--- src/hw/rtl/acm_pkg.sv ---
`timescale 1ns / 1ps
// Shared types and constants for the crossfade contour mixer.
// No dependencies; every other file in hw/rtl except acm_if uses it.
package acm_pkg;

	localparam int SAMPLE_BITS_DEF       = 24;
	localparam int FRAME_BITS_DEF        = 24;
	localparam int COSINE_TABLE_SIZE_DEF = 512;

	// Configuration port geometry
	localparam int CFG_BITS     = 24;
	localparam int CFG_IDX_BITS = 2;

	// Fade position, weight and skew widths
	localparam int POS_BITS    = 24;
	localparam int WEIGHT_BITS = 25;
	localparam int SKEW_BITS   = 16;

	localparam logic [WEIGHT_BITS-1:0] ONE_Q24  = 25'h100_0000;
	localparam logic [SKEW_BITS-1:0]   SKEW_MIN = 16'd512;
	localparam logic [SKEW_BITS-1:0]   SKEW_MAX = 16'd32768;
	localparam logic [SKEW_BITS-1:0]   SKEW_RST = 16'd4096;

	typedef enum logic [CFG_IDX_BITS-1:0] {
		REG_FADE_START = 2'd0,
		REG_FADE_END   = 2'd1,
		REG_COSINE     = 2'd2,
		REG_SKEW       = 2'd3
	} cfg_reg_t;

	// Where a frame sits relative to the fade
	typedef enum logic [1:0] {
		SPAN_BEFORE = 2'd0,
		SPAN_AFTER  = 2'd1,
		SPAN_RAMP   = 2'd2
	} span_t;

	// Classified job handed from the front to the back
	typedef struct packed {
		span_t                  span;
		logic                   last;
		logic                   cosine;
		logic [SKEW_BITS-1:0]   skew;
		logic [POS_BITS-1:0]    num;
		logic [WEIGHT_BITS-1:0] den;
	} job_t;

endpackage

--- src/hw/rtl/acm_if.sv ---
`timescale 1ns / 1ps
// Valid/ready channel interfaces for the sample input and blended output.
// Depends on nothing; sized by SAMPLE_BITS.
interface acm_in_if #(
	parameter int SAMPLE_BITS = 24
);
	logic                          valid;
	logic                          ready;
	logic signed [SAMPLE_BITS-1:0] outgoing_sample;
	logic signed [SAMPLE_BITS-1:0] incoming_sample;
	logic                          end_of_channel;

	modport source (output valid, outgoing_sample, incoming_sample, end_of_channel,
		input ready);
	modport sink (input valid, outgoing_sample, incoming_sample, end_of_channel,
		output ready);
endinterface


--- src/hw/rtl/acm_front.sv ---
`timescale 1ns / 1ps
// Front end: configuration registers, frame counter and frame classification.
// Depends on acm_pkg and acm_in_if; feeds acm_queue.
module acm_front #(
	parameter int SAMPLE_BITS = acm_pkg::SAMPLE_BITS_DEF,
	parameter int FRAME_BITS  = acm_pkg::FRAME_BITS_DEF
) (
	input  logic                                clk,
	input  logic                                arst_n,
	input  logic                                cfg_we,
	input  logic [acm_pkg::CFG_IDX_BITS-1:0]    cfg_index,
	input  logic [acm_pkg::CFG_BITS-1:0]        cfg_data,
	acm_in_if.sink                              in_ch,
	input  logic                                q_full,
	output logic                                q_push,
	output acm_pkg::job_t                       q_job,
	output logic signed [SAMPLE_BITS-1:0]       q_a,
	output logic signed [SAMPLE_BITS-1:0]       q_b
);

	localparam int CMP_BITS = (FRAME_BITS > acm_pkg::WEIGHT_BITS) ? FRAME_BITS
		: acm_pkg::WEIGHT_BITS;

	logic [acm_pkg::POS_BITS-1:0]    fade_start_q;
	logic [acm_pkg::POS_BITS-1:0]    fade_end_q;
	logic                            cosine_q;
	logic [acm_pkg::SKEW_BITS-1:0]   skew_q;
	logic [FRAME_BITS-1:0]           frame_q;

	logic [acm_pkg::WEIGHT_BITS-1:0] end_eff;
	logic [CMP_BITS-1:0]             i_w;
	logic [CMP_BITS-1:0]             s_w;
	logic [CMP_BITS-1:0]             e_w;
	logic [CMP_BITS-1:0]             diff;
	logic [acm_pkg::SKEW_BITS-1:0]   skew_clamped;
	logic                            accept;

	// Write configuration registers
	always_ff @(posedge clk or negedge arst_n) begin
		if (!arst_n) begin
			fade_start_q <= '0;
			fade_end_q   <= acm_pkg::POS_BITS'(1);
			cosine_q     <= 1'b1;
			skew_q       <= acm_pkg::SKEW_RST;
		end else if (cfg_we) begin
			case (acm_pkg::cfg_reg_t'(cfg_index))
				acm_pkg::REG_FADE_START: fade_start_q <= cfg_data;
				acm_pkg::REG_FADE_END:   fade_end_q   <= cfg_data;
				acm_pkg::REG_COSINE:     cosine_q     <= cfg_data[0];
				acm_pkg::REG_SKEW:       skew_q       <= cfg_data[acm_pkg::SKEW_BITS-1:0];
				default: ;
			endcase
		end
	end

	// Force the end above the start, then classify the current frame
	always_comb begin
		if (fade_end_q <= fade_start_q) begin
			end_eff = {1'b0, fade_start_q} + acm_pkg::WEIGHT_BITS'(1);
		end else begin
			end_eff = {1'b0, fade_end_q};
		end
		i_w  = CMP_BITS'(frame_q);
		s_w  = CMP_BITS'(fade_start_q);
		e_w  = CMP_BITS'(end_eff);
		diff = i_w - s_w;
		if (skew_q < acm_pkg::SKEW_MIN) begin
			skew_clamped = acm_pkg::SKEW_MIN;
		end else if (skew_q > acm_pkg::SKEW_MAX) begin
			skew_clamped = acm_pkg::SKEW_MAX;
		end else begin
			skew_clamped = skew_q;
		end
		if (i_w <= s_w) begin
			q_job.span = acm_pkg::SPAN_BEFORE;
		end else if (i_w >= e_w) begin
			q_job.span = acm_pkg::SPAN_AFTER;
		end else begin
			q_job.span = acm_pkg::SPAN_RAMP;
		end
		q_job.last   = in_ch.end_of_channel;
		q_job.cosine = cosine_q;
		q_job.skew   = skew_clamped;
		q_job.num    = diff[acm_pkg::POS_BITS-1:0];
		q_job.den    = end_eff - {1'b0, fade_start_q};
	end

	assign accept      = in_ch.valid && !q_full;
	assign in_ch.ready = !q_full;
	assign q_push      = accept;
	assign q_a         = in_ch.outgoing_sample;
	assign q_b         = in_ch.incoming_sample;

	// Advance the frame counter, restart after the last frame of a channel
	always_ff @(posedge clk or negedge arst_n) begin
		if (!arst_n) begin
			frame_q <= '0;
		end else if (accept) begin
			if (in_ch.end_of_channel) begin
				frame_q <= '0;
			end else begin
				frame_q <= frame_q + FRAME_BITS'(1);
			end
		end
	end

endmodule

--- src/flat_wrapper.sv ---
// flat-port wrapper written by rule: the top's interface ports become plain ports
module acm_front_flat 
#(
	parameter int SAMPLE_BITS = acm_pkg::SAMPLE_BITS_DEF,
	parameter int FRAME_BITS  = acm_pkg::FRAME_BITS_DEF
)
  (clk, arst_n, cfg_we, cfg_index, cfg_data, q_full, q_push, q_job, q_a, q_b, in_ch_valid, in_ch_outgoing_sample, in_ch_incoming_sample, in_ch_end_of_channel, in_ch_ready);
  acm_in_if #(.SAMPLE_BITS(SAMPLE_BITS)) in_ch_i ();
  input  logic clk;
  input  logic arst_n;
  input  logic cfg_we;
  input  logic [acm_pkg::CFG_IDX_BITS-1:0] cfg_index;
  input  logic [acm_pkg::CFG_BITS-1:0] cfg_data;
  input  logic q_full;
  output logic q_push;
  output acm_pkg::job_t q_job;
  output logic signed [SAMPLE_BITS-1:0] q_a;
  output logic signed [SAMPLE_BITS-1:0] q_b;
  input wire logic [$bits(in_ch_i.valid)-1:0] in_ch_valid;
  input wire logic [$bits(in_ch_i.outgoing_sample)-1:0] in_ch_outgoing_sample;
  input wire logic [$bits(in_ch_i.incoming_sample)-1:0] in_ch_incoming_sample;
  input wire logic [$bits(in_ch_i.end_of_channel)-1:0] in_ch_end_of_channel;
  output wire logic [$bits(in_ch_i.ready)-1:0] in_ch_ready;
  assign in_ch_i.valid = in_ch_valid;
  assign in_ch_i.outgoing_sample = in_ch_outgoing_sample;
  assign in_ch_i.incoming_sample = in_ch_incoming_sample;
  assign in_ch_i.end_of_channel = in_ch_end_of_channel;
  assign in_ch_ready = in_ch_i.ready;
  acm_front #(.SAMPLE_BITS(SAMPLE_BITS), .FRAME_BITS(FRAME_BITS)) u_core (.clk(clk), .arst_n(arst_n), .cfg_we(cfg_we), .cfg_index(cfg_index), .cfg_data(cfg_data), .in_ch(in_ch_i), .q_full(q_full), .q_push(q_push), .q_job(q_job), .q_a(q_a), .q_b(q_b));
endmodule
--- config.mk ---
export PLATFORM = sky130hd
export DESIGN_NAME = acm_front_flat
export DESIGN_NICKNAME = d
export VERILOG_FILES = /design/src/hw/rtl/acm_pkg.sv /design/src/hw/rtl/acm_if.sv /design/src/hw/rtl/acm_front.sv /design/src/flat_wrapper.sv
export SDC_FILE = /design/constraint.sdc
export NUM_CORES = 1
export LEC_CHECK = 0
export BUFFER_PORTS_ARGS = -buffer_cell sky130_fd_sc_hd__buf_4
export CORE_MARGIN = 2
export CORE_UTILIZATION = 50
export CTS_CLUSTER_SIZE = 8
export DETAILED_ROUTE_END_ITERATION = 7
export GPL_TIMING_DRIVEN = 0
export PLACE_DENSITY = 0.76
export SLEW_MARGIN = 20
export SYNTH_ARGS = -nofsm -noshare
export SYNTH_HDL_FRONTEND = slang
export SYNTH_SLANG_ARGS = --single-unit
export TNS_END_PERCENT = 1
--- constraint.sdc ---
create_clock -name clk -period 4.83 [get_ports clk]
set_clock_uncertainty 0.15 [all_clocks]
set_input_delay 0.7245 -clock clk [delete_from_list [all_inputs] [get_ports clk]]
set_output_delay 0.7245 -clock clk [all_outputs]
set_load 0.02 [all_outputs]
Yosys cells after proc, flatten, opt, wreduce, memory -nomap -nowiden
Cells that the tools add are included.
Word-level totals
  bits in latches: 0
  memories kept: 0
  input bits: 80
  output and inout port bits: 119
  memory bits (writable): 0
  bits in registers: 89
  ROM bits: 0
Operators by class
  shifts and indexed selects: 0
  reduce and logical (&&, ||, !) cells: 7
  multipliers: 0
  bitwise gates (word level): 0
  add/subtract/negate cells: 4
  div/mod/pow operators: 0
  order comparisons: 5
  equal/unequal tests: 3
  multiplexer cells: 6
Operators by type and width (count)
  $le 24x24->1: 2
  $mux 16: 2
  $add 24x1->25 const B: 1
  $ge 24x25->1: 1
  $mux 25: 1
  $sub 25x24->25: 1
  $add 24x1->24 const B: 1
  $mux 24: 1
  $sub 24x24->24: 1
  $gt 16x16->1 const B: 1
  $lt 16x10->1 const B: 1
  $reduce_and 2->1: 4
  $eq 2x2->1 const B: 2
  $mux 2: 2
  $eq 2x1->1 const B: 1
  $logic_not 2->1: 1
  $logic_and 1x1->1: 1
  $logic_not 1->1: 1

Depth between registers and ports, before layout
  depth in word-level cells: 5
  depth in mapped cells: 22

Least setup slack after synthesis
No wires, ideal clock.
  kind: register to output
  start point: reg u_core.fade_start_q[1] (netlist name)
  end point: out q_job[68] (netlist name)
  arrival: 4.296 ns
  data required time: 3.956 ns
  path buffers: 1
  cell stages (with the launch flop): 21
  setup slack: -0.341 ns
  path through: dfrtp_1 inv_1 ha_1 nor2b_1 o21a_1 o21a_1 o21ai_1 a211o_1 a31o_2 buf_2 mux2_2 inv_2 ha_1 a211o_1 or3_1 o2111ai_1 a21oi_1 a211o_1 a211oi_1 a211oi_2 nor3_1
RTL lines
  start: declaration: line acm_front.sv:24  | logic [acm_pkg::POS_BITS-1:0] fade_start_q;
  start signal: assignment: line acm_front.sv:47  | acm_pkg::REG_FADE_START: fade_start_q <= cfg_data;
  end: declaration: line flat_wrapper.sv:16  | output acm_pkg::job_t q_job;

==> flow_summary.ini <==
[status]
status = complete, but fails checks
violations = negative setup slack

[power_and_ir_drop]
internal-power_uw = 2898
power_per_cell_area_nw_per_um2 = 495.3
switching_power_uw = 2408
p_leak_uw = 0.005160
ir_drop_mv = 0.4521
pwr-share-clk_pct = 13.4
switching_share_pct = 45.38
seq_power_share_pct = 18.4
pwr-share-comb_pct = 68.3

[floorplan]
fp.dieH_um = 132.4
dieWidth_um = 132.4
start_util_pct = 51.48
std_cell_rows = 46
core-area_um2 = 16000
fp.dieArea_um2 = 17520
ioPinCount = 199

[cts]
clock_path_buffers = 2
hold_buffers = 0
cts-root-buf = clkbuf_16
cts.sinks = 89
cts_tree = built
cts.htree.levels = 3
clk_pin_slew_ns = 0.06
cts_inserted_buffers = 9
clock_latency_ns = 0.36

[final_layout]
design_area_um2 = 10710
drive_above_1_share_pct = 37.96
area_growth_pct = 30.03
fin_nets = 1305
mostFrequentLayoutCell = buf_4
final_cells = 1346
fill_cells = 1284
final_cell_mix = buf_4, ha_1, dfrtp_1, nand2_1, mux2_2
diodes = 0

[timing]
worst_pin_slew_ns = 0.8070
final_hold_viol_count = 0
finalSetupViolCount = 21
finalMaxSlewViolations = 0
relSlewSlack_pct = 46.20
period_minus_slack_ns = 5.805
min_period_over_period_pct = 120.2
rsz0062_at_grt = true
fmax_mhz = 172.3
timing.final.ws_setup_ns = -0.9752

[placed_design]
gp_congestion = 0.9195
detailed_place_hpwl_um = 17120
dpl_cell_area_um2 = 9798
port_buffers = 150
pre_cts_ws_ns = -0.9191
dpl.cell_count = 1290

[worst_setup_path]
crit_required_ns = 3.96
r2r-start = u_core.frame_q[4]$_DFFE_PN0P_
rr_worst_depth = 8
endpoint = q_job[13]
cp-end-kind = primary output
worstSetupStartpoint = u_core.fade_start_q[17]$_DFFE_PN0P_
r2r_setup_slack_ns = 2.51
r2r-end = u_core.frame_q[18]$_DFFE_PN0P_
arrival_ns = 4.93
worstSetupPathType = reg -> out
cp-start-kind = register
path_max_fanout = 5

[synth]
synth.cell_area_um2 = 8237
syn_avg_cell_area_um2 = 8.914
async_flop_share_pct = 100.0
syn_nets = 1104
synth-seq-cells = 89
synth.yosys.seq_area_share_pct = 27.08
synth-warning-count = 0
synth_edf_count = 0
synth_flop_cell = dfrtp_1
synthCells = 924
synth_cell_types = 68

[grt]
grt_max_degree = 90
antenna_found_initial = 0
globalRouteTotalUtil_pct = 24.43
grt_overflow = 0
grt_pass1_vias = 7156
grt_pass1_wl_um = 34950

[hold_path]
hp-class = in -> async

[routing]
first_pass_iters = 5
drc = 0
dr_total_vias = 7555
drt-initial-drc-count = 441
post_drt_wl_per_cell_um = 16.94
via_per_inst = 5.613
wl_um = 22810
ant_nets = 0

[job]
maxCapViolations = 0
-- power by group through the flow --
stage	Sequential (uW)	Clock, uW	Combinational (uW)
6_report	974	709	3620
5_1_grt	989	744	3860
4_1_cts	966	710	3280
3_5_place_dp	983	0	3150
3_3_place_gp	978	0	3100
2_1_floorplan	945	0	2180
-- worst max-delay path: stages, from the launching register on --
cell and delay (ns):
dfrtp_2 0.40, clkinv_4 0.10, ha_4 0.28, nand4_1 0.12, nor3_2 0.25, nand4_1 0.15, a211o_1 0.30, a31o_4 0.30
buf_4 0.16, mux2_4 0.33, ha_4 0.26, nor2b_4 0.15, o2111ai_2 0.18, a211oi_2 0.38, buf_4 0.18, o21a_1 0.16
o21ai_2 0.09, a21boi_2 0.22, nor4_1 0.07, a311o_1 0.31, buf_4 0.17
-- synthesized netlist by cell type, types with 12 or more instances --
cell | number | area [um^2]
nor3_1 | 15 | 75.07
clkbuf_1 | 13 | 48.80
dfrtp_1 | 86 | 2152
xor2_1 | 29 | 254.0
nor2_1 | 56 | 210.2
a21oi_1 | 45 | 225.2
a21o_1 | 28 | 210.2
xnor2_1 | 49 | 429.2
and3_1 | 15 | 93.84
ha_1 | 98 | 1226
o21ai_0 | 51 | 255.2
nand2_1 | 63 | 236.5
nor2b_1 | 18 | 112.6
inv_1 | 45 | 168.9
buf_4 | 50 | 375.4
inv_2 | 22 | 82.58
nand4_1 | 25 | 156.4
nand3_1 | 27 | 135.1
and2_1 | 12 | 75.07
mux2_2 | 63 | 709.4
-- per-layer routing --
layer,GRT usage [%],up-vias,part of all wire (%)
met5,0,-,0
met4,7.766,0,2.3
met3,2.499,39,5.2
met2,40.79,248,48
met1,33.37,3599,45
li1,-,3669,-
-- through the flow --
| step | util [%] | setup TNS (ns) | total power (uW) | hold slack [ns] |
|---|---|---|---|---|
| after floorplan | - | -0.3971 | 3121 | 0.2789 |
| after global placement | 61.24 | -8.180 | 4083 | 0.3648 |
| after detailed placement | 61.24 | -8.937 | 4130 | 0.3655 |
| after CTS | 64.01 | -13.47 | 4960 | 0.3842 |
| after global routing | 66.94 | -18.17 | 5595 | 0.3716 |
| final | 66.94 | -13.99 | 5305 | 0.2973 |
-- what timing repair did --
item,in CTS,in global routing
setup buffers,9,30
gates resized for setup,23,48
pin swaps,18,33
setup endpoints to repair,23,23
cloned,0,1
-- area by class of cell --
type                            instances  area [um^2]  area share (%)
Multi-Input combinational cell        702         5714           53.35
Inverter                               67        264.0           2.465
Sequential cell                        89         2237           20.89
Tap cell                              216        270.3           2.523
Clock buffer                           10        239.0           2.231
Timing Repair Buffer                  190         1459           13.62
Buffer                                 66        470.5           4.393
Clock inverter                          6        56.30          0.5257
-- sequential cells by signal (all words and copies together) (netlist names) --
register / count
u_core.frame_q: 24
u_core.cosine_q: 1
u_core.skew_q: 16
u_core.fade_start_q: 24
u_core.fade_end_q: 24
-- how the worst min path moves through the flow --
stage	startpoint	end	slack [ns]
after global placement	u_core.skew_q[7]$_DFFE_PN0P_	u_core.skew_q[7]$_DFFE_PN0P_	0.36
after floorplan	arst_n	u_core.fade_end_q[10]$_DFFE_PN0P_	0.28
after global routing	arst_n	u_core.fade_end_q[23]$_DFFE_PN0P_	0.37
after detailed placement	u_core.skew_q[0]$_DFFE_PN0P_	u_core.skew_q[0]$_DFFE_PN0P_	0.37
after CTS	u_core.skew_q[0]$_DFFE_PN0P_	u_core.skew_q[0]$_DFFE_PN0P_	0.38
final	arst_n	u_core.fade_end_q[17]$_DFFE_PN0P_	0.30
-- logic make-up after synthesis --
logic type      share of synthesized area [%]
compound gates                          14.92
buf+inv                                 8.385
simple gates                            16.30
mux                                     9.646
fa+ha+maj                               15.37
xor+xnor                                8.294
flops                                   27.08
(Power assumes the default switching activity.)
