File: src/hw/rtl/acm_pkg.sv
`timescale 1ns / 1ps
// Shared types and constants for the crossfade contour mixer.
// No dependencies; every other file in hw/rtl except acm_if uses it.
package acm_pkg;

	localparam int SAMPLE_BITS_DEF       = 24;
	localparam int FRAME_BITS_DEF        = 24;
	localparam int COSINE_TABLE_SIZE_DEF = 512;

	// Configuration port geometry
	localparam int CFG_BITS     = 24;
	localparam int CFG_IDX_BITS = 2;

	// Fade position, weight and skew widths
	localparam int POS_BITS    = 24;
	localparam int WEIGHT_BITS = 25;
	localparam int SKEW_BITS   = 16;

	localparam logic [WEIGHT_BITS-1:0] ONE_Q24  = 25'h100_0000;
	localparam logic [SKEW_BITS-1:0]   SKEW_MIN = 16'd512;
	localparam logic [SKEW_BITS-1:0]   SKEW_MAX = 16'd32768;
	localparam logic [SKEW_BITS-1:0]   SKEW_RST = 16'd4096;

	typedef enum logic [CFG_IDX_BITS-1:0] {
		REG_FADE_START = 2'd0,
		REG_FADE_END   = 2'd1,
		REG_COSINE     = 2'd2,
		REG_SKEW       = 2'd3
	} cfg_reg_t;

	// Where a frame sits relative to the fade
	typedef enum logic [1:0] {
		SPAN_BEFORE = 2'd0,
		SPAN_AFTER  = 2'd1,
		SPAN_RAMP   = 2'd2
	} span_t;

	// Classified job handed from the front to the back
	typedef struct packed {
		span_t                  span;
		logic                   last;
		logic                   cosine;
		logic [SKEW_BITS-1:0]   skew;
		logic [POS_BITS-1:0]    num;
		logic [WEIGHT_BITS-1:0] den;
	} job_t;

endpackage

File: src/hw/rtl/acm_queue.sv
`timescale 1ns / 1ps
// Two-entry job queue between the front end and the back end.
// Depends on acm_pkg.
module acm_queue #(
	parameter int SAMPLE_BITS = acm_pkg::SAMPLE_BITS_DEF
) (
	input  logic                          clk,
	input  logic                          arst_n,
	input  logic                          push,
	input  acm_pkg::job_t                 push_job,
	input  logic signed [SAMPLE_BITS-1:0] push_a,
	input  logic signed [SAMPLE_BITS-1:0] push_b,
	output logic                          full,
	input  logic                          pop,
	output logic                          empty,
	output acm_pkg::job_t                 head_job,
	output logic signed [SAMPLE_BITS-1:0] head_a,
	output logic signed [SAMPLE_BITS-1:0] head_b
);

	acm_pkg::job_t                 job_q [2];
	logic signed [SAMPLE_BITS-1:0] a_q [2];
	logic signed [SAMPLE_BITS-1:0] b_q [2];
	logic                          wr_ptr_q;
	logic                          rd_ptr_q;
	logic [1:0]                    count_q;

	assign full     = (count_q == 2'd2);
	assign empty    = (count_q == 2'd0);
	assign head_job = job_q[rd_ptr_q];
	assign head_a   = a_q[rd_ptr_q];
	assign head_b   = b_q[rd_ptr_q];

	// Store words
	always_ff @(posedge clk) begin
		if (push) begin
			job_q[wr_ptr_q] <= push_job;
			a_q[wr_ptr_q]   <= push_a;
			b_q[wr_ptr_q]   <= push_b;
		end
	end

	// Track pointers and fill
	always_ff @(posedge clk or negedge arst_n) begin
		if (!arst_n) begin
			wr_ptr_q <= 1'b0;
			rd_ptr_q <= 1'b0;
			count_q  <= 2'd0;
		end else begin
			if (push) begin
				wr_ptr_q <= !wr_ptr_q;
			end
			if (pop) begin
				rd_ptr_q <= !rd_ptr_q;
			end
			if (push && !pop) begin
				count_q <= count_q + 2'd1;
			end else if (pop && !push) begin
				count_q <= count_q - 2'd1;
			end
		end
	end

endmodule

File: config.mk
export PLATFORM = sky130hd
export DESIGN_NAME = acm_queue
export DESIGN_NICKNAME = d
export VERILOG_FILES = /design/src/hw/rtl/acm_pkg.sv /design/src/hw/rtl/acm_queue.sv
export SDC_FILE = /design/constraint.sdc
export NUM_CORES = 1
export LEC_CHECK = 0
export ABC_AREA = 1
export ABC_CLOCK_PERIOD_IN_PS = 7200
export BUFFER_PORTS_ARGS = -buffer_cell sky130_fd_sc_hd__buf_2
export CAP_MARGIN = 10
export CORE_MARGIN = 2
export CORE_UTILIZATION = 35
export DETAILED_ROUTE_END_ITERATION = 8
export PLACE_DENSITY = 0.6
export SLEW_MARGIN = 20
export SYNTH_ARGS = -nofsm -noshare
export SYNTH_HDL_FRONTEND = slang
export SYNTH_SLANG_ARGS = --single-unit
File: constraint.sdc
create_clock -name clk -period 7.2 [get_ports clk]
set_clock_uncertainty 0.2 [all_clocks]
set_input_delay 1.44 -clock clk [delete_from_list [all_inputs] [get_ports clk]]
set_output_delay 1.44 -clock clk [all_outputs]
set_load 0.02 [all_outputs]
-- Word level (Yosys, flattened, before mapping)
Memories as Yosys holds them, arrays and structs flattened.
Index checks and enable logic that the tools add are counted.
- word-level logic and storage cells: 21
- memories: 3
- register bits after elaboration: 4
- output and inout port bits: 119
- RAM bits: 234
- input port bits: 121
- memories (memory ; words ; width ; read ports ; clocked after Yosys merged registers in ; write ports ; line ; source):
    job_q ; 2 ; 69 ; 1 ; 0 ; 1 ; acm_queue.sv:21 ; acm_pkg::job_t job_q [2];
    a_q ; 2 ; 24 ; 1 ; 0 ; 1 ; acm_queue.sv:22 ; logic signed [SAMPLE_BITS-1:0] a_q [2];
    b_q ; 2 ; 24 ; 1 ; 0 ; 1 ; acm_queue.sv:23 ; logic signed [SAMPLE_BITS-1:0] b_q [2];
- muxes and demuxes: 4
- reduce and logical (&&, ||, !) cells: 8
- equal/unequal tests: 1
- $add $sub $neg: 2
- operators with widths (kind ; count):
    $logic_not 1->1 ; 4
    $mux 2 ; 2
    $add 2x1->2 const B ; 1
    $eq 2x2->1 const B ; 1
    $logic_and 1x1->1 ; 2
    $logic_not 2->1 ; 1
    $mux 1 ; 2
    $reduce_bool 2->1 ; 1
    $sub 2x1->2 const B ; 1

-- Logic depth before layout (Yosys ltp)
Gate-level depths: netlist of the first run.
- depth after elaboration: 4
- mapped depth: 7
- gate-level depth less buffers: 7

-- Worst setup path after synthesis of the first run
No wires, ideal clock.
- kind: input port to flip-flop
- from: in push
- to: mem a_q[0][0] (netlist bit) (enable)
- path buffers: 0
- required time: 6.403 ns
- library setup time: 0.597 ns
- setup slack: 0.028 ns
- data arrival time: 6.375 ns
- cell stages on the path: 2
- cell sequence: inv_1 -> nor2_1
- longest elaborated chain between the ends: 2
- ends and longest elaborated chain (what ; line ; source):
    from (decl) ; acm_queue.sv:9 ; input logic push,
    $mux 1 ; acm_queue.sv:36 ; if (push) begin
    $mux 1 (implied by the code) ; acm_queue.sv:38 ; a_q[wr_ptr_q] <= push_a;
    to (decl) ; acm_queue.sv:22 ;
Every way passes these cells.

-- Final worst setup path of the first run
- from: reg rd_ptr_q
- to: out head_a[12]
- longest elaborated chain between the ends: 1
- ends and longest elaborated chain (what ; line ; source):
    from (decl) ; acm_queue.sv:25 ; logic rd_ptr_q;
    from (signal assigned) ; acm_queue.sv:54 ; rd_ptr_q <= !rd_ptr_q;
    $mem_v2 2x24 ; -- ;
    to (decl) ; acm_queue.sv:17 ; output logic signed [SAMPLE_BITS-1:0] head_a,
Every way passes these cells.

==> impl_metrics.toml, run 1 <==
[power]
seqPwrFrac_pct = 42.7
swShare_pct = 30.64
peakVddDrop_mv = 0.2629
switching_power_mw = 1.426
p_int_mw = 3.228
power_density_nw_per_um2 = 417.2
power_leakage_nw = 4.246
p_comb_share_pct = 28.8
clkPwrFrac_pct = 28.5

[setup_path]
critPathLaunchType = "flip-flop"
arrival_ns = 2.96
worst_ep_required_time_ns = 5.56
rr_worst_depth = 3
r2r_end = "job_q[0][25]"
r2r_slack_ns = 4.62
worstSetupPathType = "flip-flop to primary output"
endpoint_kind = "primary output"
regToRegStartpoint = "wr_ptr_q"
path_max_fanout = 72

[timing]
clock.fmax_mhz = 217.3
worst_pin_slew_ns = 1.021
timing.final.crit_share_pct = 63.91
final-hold-violation-count = 0
slew_viol_final = 0
rsz0062_at_grt = "false"
period_minus_slack_ns = 4.602
setup_violations = 0
slew_headroom_pct = 31.92
setup-tns-final_ns = 0

[route]
firstDrtPassIters = 4
highest_layer = "met4"
drtIter0Drc = 227
vias = 4425
finalWirelength_um = 16980
wl_met3_um = 1418
wl_per_cell_um = 17.03
drc_errors = 0
m1WireLength_um = 6734
dr_wl_met2_um = 8407
final_antenna_net_count = 0
viasPerCell = 4.438

[grt]
antenna_found_initial = 4
grt_pass1_vias = 4862
grt_max_degree = 74
grtUsageTotal_pct = 12.56
grt_pass1_wl_um = 25870
grt_overflow_total = 0

[yosys]
syn-num-nets = 511
yosysWarnings = 0
yosys.area.top_type_share_pct = 80.62
synth.area.top_cells = "edfxtp_1 (81%), mux2_2 (13%), mux2_4 (3.4%), dfrtp_1 (1.1%), buf_2 (0.52%)"
syn_avg_cell_area_um2 = 22.41
yosys.area.top_type = "edfxtp_1"
synth_seq_cells = 238
synth_cell_types = 14
yosysSeqAreaShare_pct = 81.77
netlist_area_um2 = 8716
syn_inst = 389

[die]
placementRows = 57
pin_count = 240
die_w_um = 161.8
initial_core_util_pct = 35.73
core_area_um2 = 24390
die_area_um2 = 26180
fp.dieH_um = 161.8

[hold_path]
holdPathEnd = "count_q[1]"
hold_depth = 2
hp-start = "count_q[1]"
hold_class = "flip-flop to flip-flop"

[layout]
layoutNonFillerInstCount = 997
area_delta_synth_final_pct = 27.98
layout_commonest_cell = "buf_2"
layout_common_cells = "buf_2 (239), edfxtp_1 (234), mux2_2 (97)"
nets = 769
drive_above_1_share_pct = 59.82

[clock_tree]
cts_made_buffers = 26
cts.repair.resized = 0
htree_levels = 1
clkSinkCount = 238
cts_root_buf = "clkbuf_16"
clk_pin_slew_ns = 0.06
clk_latency_ns = 0.51
cts_hold_buf = 0
clk_path_buf_depth = 3
cts_tree = "yes"
postCtsSetupBuffers = 0

[place]
dp.cells = 943
hpwl_um = 11100
io_buffer_count = 239
place.gp.congestion = 0.7352

[run]
max_cap_viol_count = 0

[status]
status = "completed"
[how the worst max path moves through the flow]
stage	start	slack [ns]	to	cells after the start
CTS	rd_ptr_q	2.51	head_a[12]	3
global route	rd_ptr_q	2.39	head_a[12]	3
floorplan	push	0.03	a_q[0][0]	2
detailed placement	rd_ptr_q	3.06	head_a[12]	3
finish	rd_ptr_q	2.60	head_a[12]	3
global placement	rd_ptr_q	3.13	head_a[12]	3
[registers in the layout (all words and copies together) (netlist names)]
signal and cells:
wr_ptr_q 1, a_q 48, job_q 138, count_q 2, rd_ptr_q 1, b_q 48
[per-layer routing]
metal / vias up / track usage, %
li1: 2062 / -
met1: 2166 / 15.06
met2: 168 / 21.37
met3: 29 / 4.367
met4: 0 / 3.902
met5: - / 0
[stage by stage]
step	area [µm²]	setup WS, ns	total power [mW]	hold slack, ns	util [%]
2_1_floorplan	8716	0.02751	2.980	0.2631	-
3_3_place_gp	10270	3.128	3.354	0.2796	42.11
3_5_place_dp	10270	3.060	3.390	0.2924	42.11
4_1_cts	11140	2.505	4.739	0.3076	45.67
5_1_grt	11140	2.391	4.885	0.3555	45.69
6_report	11150	2.598	4.654	0.3092	45.73
[power groups by stage]
stage | Combinational, mW | Sequential, mW | Clock (mW)
after floorplan | 1.03 | 1.95 | 0
after global placement | 1.35 | 2.01 | 0
after detailed placement | 1.37 | 2.02 | 0
after CTS | 1.37 | 2.00 | 1.37
after global routing | 1.44 | 2.02 | 1.42
final | 1.34 | 1.99 | 1.32
[final cells by class]
type                    count  area [µm²]
clock buffers              35       705.7
repair buffers            243        1226
flip-flops and latches    238        7131
well taps                 324       405.4
fillers                  2172       13240
diodes                      6       15.01
clock inverters            13       162.7
inverters                   7       28.78
multi-input cells         131        1480
[critical path, cell delays in order (launching register included)]
cell and delay [ns]:
dfrtp_4 1.09, buf_4 0.67, mux2_2 0.43, buf_2 0.16
[cells in the mapped netlist]
cell / number
buf_2: 9
buf_6: 4
dfrtp_1: 4
edfxtp_1: 234
ha_1: 1
inv_1: 7
mux2_2: 97
mux2_4: 20
nand2_1: 5
nand3_1: 1
nand4_1: 1
nor2_1: 3
xnor2_1: 1
xor2_1: 2
[kinds of logic (layout without fill, tap and decap cells)]
group                      after synthesis  in the layout  share of synthesized area [%]
DFF                                    238            238                          81.77
xor gates and xnor gates                 3              3                         0.3015
muxes                                  117            117                          15.98
buffers and inverters                   20            298                          1.335
other                                    0              6                              0
and+or+nand+nor                         10             10                         0.4737
adders and majority gates                1              1                         0.1435
No activity file was read; power rests on OpenSTA's default activity.
==> run 2, diff against run 1 <==
- ABC_AREA: 1 -> 0
- ABC_CLOCK_PERIOD_IN_PS: 7200 -> 3920
- PLACE_DENSITY: 0.6 -> 0.62
- clock period: 7.2 -> 3.92 ns (I/O delays scaled with it)
==> impl_metrics.toml, run 2 <==
[power]
finalPower_mw = 8.394
peakVddDrop_mv = 0.3470
power_leakage_nw = 4.222
power_density_nw_per_um2 = 754.8

[die]
initial_core_util_pct = 35.65
fp.dieH_um = 161.6
die_w_um = 161.6
pin_count = 240
core_area_um2 = 24390
placementRows = 57
die_area_um2 = 26120

[timing]
worst_pin_slew_ns = 0.6764
period_minus_slack_ns = 3.246
slew_viol_final = 0
worst_slack_ns = 0.6745
rsz0062_at_grt = "false"
timing.final.crit_share_pct = 82.79
whs_ns = 0.2531
clock.fmax_mhz = 308.1
setup-tns-final_ns = 0
setup_violations = 0
slew_headroom_pct = 54.90
final-hold-violation-count = 0

[grt]
antenna_found_initial = 1
grt_max_degree = 85
grtUsageTotal_pct = 12.09
grt_pass1_vias = 4704
grt_pass1_wl_um = 24900
grt_overflow_total = 0

[hold_path]
holdPathEnd = "b_q[0][9]"
hp-start = "push_b[9]"
hold_depth = 1
hold_class = "input pin to flip-flop"

[clock_tree]
cts_tree = "yes"
clk_path_buf_depth = 3
clk_latency_ns = 0.51
postCtsSetupBuffers = 0
clkSinkCount = 238
htree_levels = 1
cts.repair.resized = 0
cts_root_buf = "clkbuf_16"
cts_hold_buf = 1
clk_pin_slew_ns = 0.06
cts_made_buffers = 25

[setup_path]
critPathLaunchType = "flip-flop"
r2r_end = "job_q[1][5]"
r2r_slack_ns = 2.03
worstSetupPathType = "flip-flop to primary output"
endpoint_kind = "primary output"
worst_ep_required_time_ns = 2.94
rr_worst_depth = 2
path_max_fanout = 45
arrival_ns = 2.26
regToRegStartpoint = "wr_ptr_q"

[route]
viasPerCell = 4.457
finalWirelength_um = 16480
firstDrtPassIters = 4
vias = 4386
wl_per_cell_um = 16.74
drtIter0Drc = 163
final_antenna_net_count = 0
drc_errors = 0

[layout]
drive_above_1_share_pct = 60.61
nFillCells = 2125
top_register = "job_q"
largest_register_ffs = 138
num_antenna_cells = 0
finish.instance_area_um2 = 11120
layout_commonest_cell = "buf_2"
layoutNonFillerInstCount = 984
layout_common_cells = "buf_2 (239), edfxtp_1 (234), mux2_2 (97)"
area_delta_synth_final_pct = 27.89
final_util_pct = 45.59
reg_top3 = "job_q x138, a_q x48, b_q x48"
nets = 763

[status]
status = "completed"

[run]
max_cap_viol_count = 0

[yosys]
synth_ff_type = "edfxtp_1"
syn_inst = 380
synthAdderAreaFrac_pct = 0.1439
synth.area.top_cells = "edfxtp_1 (81%), mux2_2 (13%), mux2_4 (3.5%), dfrtp_1 (1.2%), buf_2 (0.52%)"
yosysWarnings = 0
ys_async_sr_fraction_pct = 1.681
synth_top_family_by_area = "multiplexers"
yosys.area.top_type = "edfxtp_1"
synth_xor_xnor_area_share_pct = 0.5036
syn-num-nets = 502
synth_edf_count = 234
synthTopCellsByCount = "edfxtp_1 (234), mux2_2 (97), mux2_4 (20)"
synth.most_common_cell = "edfxtp_1"
synth_cell_types = 13
yosys.area.top_type_share_pct = 80.81
netlist_area_um2 = 8696
synth_compound_area_share_pct = 0
yosysSeqAreaShare_pct = 81.96
syn_avg_cell_area_um2 = 22.88
synthMuxAreaShare_pct = 16.01
yosys.area_share.simple_pct = 0.3022
synth_seq_cells = 238

[place]
hpwl_um = 11010
place.gp.congestion = 0.7225
dp_slack_ns = 1.150
dp.cells = 937
io_buffer_count = 239
place_area_um2 = 10320
run 2: cell types whose count changed after synthesis, moves of 2 or more:
cell | before | now
inv_1 | 7 | 1
nand2_1 | 5 | 0
nor2b_1 | 0 | 2
xor2_1 | 2 | 4
run 2: layer usage:
metal / vias up / GRT usage [%] / part of all wire [%]
li1: 2035 / - / -
met1: 2147 / 14.64 / 40
met2: 168 / 20.77 / 49
met3: 34 / 3.801 / 7.9
met4: 2 / 3.660 / 2.7
met5: - / 0 / 0.079
run 2: critical path, cell delays in order, from the launching register on:
cell	delay, ns
dfrtp_4	0.84
buf_12	0.31
mux2_2	0.39
buf_2	0.16
run 2: final cells by class:
class	instances	area [µm²]	area share [%]
repair buffers	247	1309	11.77
clock inverters	11	103.9	0.9338
multi-input cells	128	1485	13.36
flip-flops and latches	238	7131	64.12
inverters	1	3.754	0.03375
clock buffers	35	683.2	6.143
well taps	324	405.4	3.645
run 2: logic make-up (layout without fill, tap and decap cells):
family,count (synthesis),count (layout)
flops,238,238
buf+inv,14,294
simple gates,5,5
mux,117,117
xor+xnor,5,5
fa+ha+maj,1,1
run 2: how the worst max path moves through the flow:
stage                     depth (start not counted)           end     start  slack, ns
after floorplan                                   1     a_q[0][0]      push       0.74
after global placement                            3  head_job[10]  rd_ptr_q       1.18
after detailed placement                          3  head_job[58]  rd_ptr_q       1.15
after CTS                                         3  head_job[58]  rd_ptr_q       0.59
after global routing                              3  head_job[58]  rd_ptr_q       0.54
final                                             3  head_job[58]  rd_ptr_q       0.67
run 2: report_power, final:
group,internal (mW),switching (mW),total (mW)
logic,1.08,1.51,2.58
registers,3.38,0.207,3.58
clock network,1.34,0.886,2.23
total,5.79,2.60,8.39
==> run 3, diff against run 2 <==
- ABC_CLOCK_PERIOD_IN_PS: 3920 -> 2800
- clock period: 3.92 -> 2.8 ns (I/O delays scaled with it)
==> impl_metrics.toml, run 3 (same netlist as run 2, synthesis figures left out) <==
[route]
vias = 4421
dr_wl_met2_um = 8265
highest_layer = "met5"
final_antenna_net_count = 0
m1WireLength_um = 6604
drtIter0Drc = 175
wl_met3_um = 1303
viasPerCell = 4.461
wl_per_cell_um = 16.82
finalWirelength_um = 16670
firstDrtPassIters = 4
drc_errors = 0

[layout]
reg_top3 = "job_q x138, a_q x48, b_q x48"
area_delta_synth_final_pct = 29.76
drive_above_1_share_pct = 61.02
layoutNonFillerInstCount = 991
largest_register_ffs = 138
num_antenna_cells = 0
top_register = "job_q"
layout_commonest_cell = "buf_2"
final_util_pct = 46.26
layout_common_cells = "buf_2 (239), edfxtp_1 (234), mux2_2 (97)"
nets = 771

[status]
status = "completed"

[run]
max_cap_viol_count = 0

[hold_path]
hold_class = "input pin to flip-flop"

[power]
power_leakage_nw = 4.300
power_density_nw_per_um2 = 1080
peakVddDrop_mv = 0.4293

[setup_path]
r2r_slack_ns = 1.12
endpoint_kind = "primary output"
max_stage_delay_ns = 0.58
worstSetupPathType = "flip-flop to primary output"
critPathTopFamily = "flip-flops"
critPathLaunchType = "flip-flop"
cp.depth = 3
worst_ep_required_time_ns = 2.04
startpoint = "rd_ptr_q"
crit_end = "head_a[6]"
regToRegStartpoint = "wr_ptr_q"
arrival_ns = 1.91
crit_buf_inv = 2
rr_worst_depth = 2
cpMaxStageDelayCell = "dfrtp_4"
worstPathCellList = "buf_12, mux2_2, buf_2"
r2r_end = "a_q[1][1]"
path_max_fanout = 31

[timing]
period_minus_slack_ns = 2.673
worst_slack_ns = 0.1266
worst_pin_slew_ns = 0.3700
slew_viol_final = 0
setup_violations = 0
rsz0062_at_grt = "false"
clock.fmax_mhz = 374.1
timing.final.crit_share_pct = 95.48
final-hold-violation-count = 0
slew_headroom_pct = 75.33

[clock_tree]
cts_made_buffers = 25
clk_path_buf_depth = 3
clkSinkCount = 238
htree_levels = 1
clk_pin_slew_ns = 0.06
cts_tree = "yes"
clk_latency_ns = 0.50
cts.repair.resized = 0
cts_root_buf = "clkbuf_16"

[die]
die_w_um = 161.6
die_area_um2 = 26120
core_area_um2 = 24390
initial_core_util_pct = 35.65
pin_count = 240
fp.dieH_um = 161.6
placementRows = 57

[place]
place.gp.congestion = 0.7228
io_buffer_count = 239
hpwl_um = 11200
dp.cells = 944
dp_slack_ns = 0.4976

[grt]
antenna_found_initial = 1
grt_overflow_total = 0
grt_pass1_vias = 4837
grt_max_degree = 62
grtUsageTotal_pct = 12.36
grt_pass1_wl_um = 25500
run 3: changes by cell type in the layout (fill, tap and decap cells not counted):
cell       delta
buf_4         +5
clkinv_2      -2
buf_12        +2
clkinv_1      +2
bufinv_16     +4
clkbuf_1      -2
clkbuf_8      -2
inv_6         -1
buf_6         +1
run 3: where the power goes:
part	switching (mW)	internal (mW)
Combinational	2.24	1.61
Clock	1.24	2.18
Sequential	0.202	4.73
Total	3.67	8.52
run 3: worst min path at each step:
stage	endpoint	cells past startpoint	startpoint	slack [ns]
after detailed placement	count_q[0]	1	arst_n	0.17
after CTS	a_q[0][19]	1	push_a[19]	0.02
after global routing	b_q[1][2]	1	push_b[2]	0.02
after floorplan	count_q[0]	0	arst_n	0.06
final	b_q[0][11]	1	push_b[11]	0.04
after global placement	count_q[1]	1	arst_n	0.17
run 3: cell type report:
type	count	area, µm²
Clock inverter	14	212.7
Tap cell	324	405.4
Clock buffer	31	648.1
Fill cell	2107	13110
Inverter	1	3.754
Multi-Input combinational cell	128	1485
Sequential cell	238	7131
Timing Repair Buffer	255	1398
run 3: stage by stage:
stage / power, mW / cell area [µm²] / setup TNS (ns) / hold WS [ns]
2_1_floorplan: 7.592 / 8705 / -17.84 / 0.06441
5_1_grt: 12.76 / 11280 / 0 / 0.01831
3_3_place_gp: 8.811 / 10400 / 0 / 0.1676
6_report: 12.19 / 11280 / 0 / 0.04362
3_5_place_dp: 8.891 / 10400 / 0 / 0.1702
4_1_cts: 12.40 / 11280 / 0 / 0.01775
run 3: what timing repair did:
action | 4_1_cts | 5_1_grt
endpoints found under the setup margin | 43 | 0
hold buffers | 1 | 0
endpoints found under the hold margin | 4 | 0
buffers inserted | 1 | 0
run 3: layer usage:
layer	vias up	global-route usage (%)
met2	164	21.72
met1	2163	14.51
met5	-	0
met3	39	3.980
met4	2	3.660
li1	2053	-
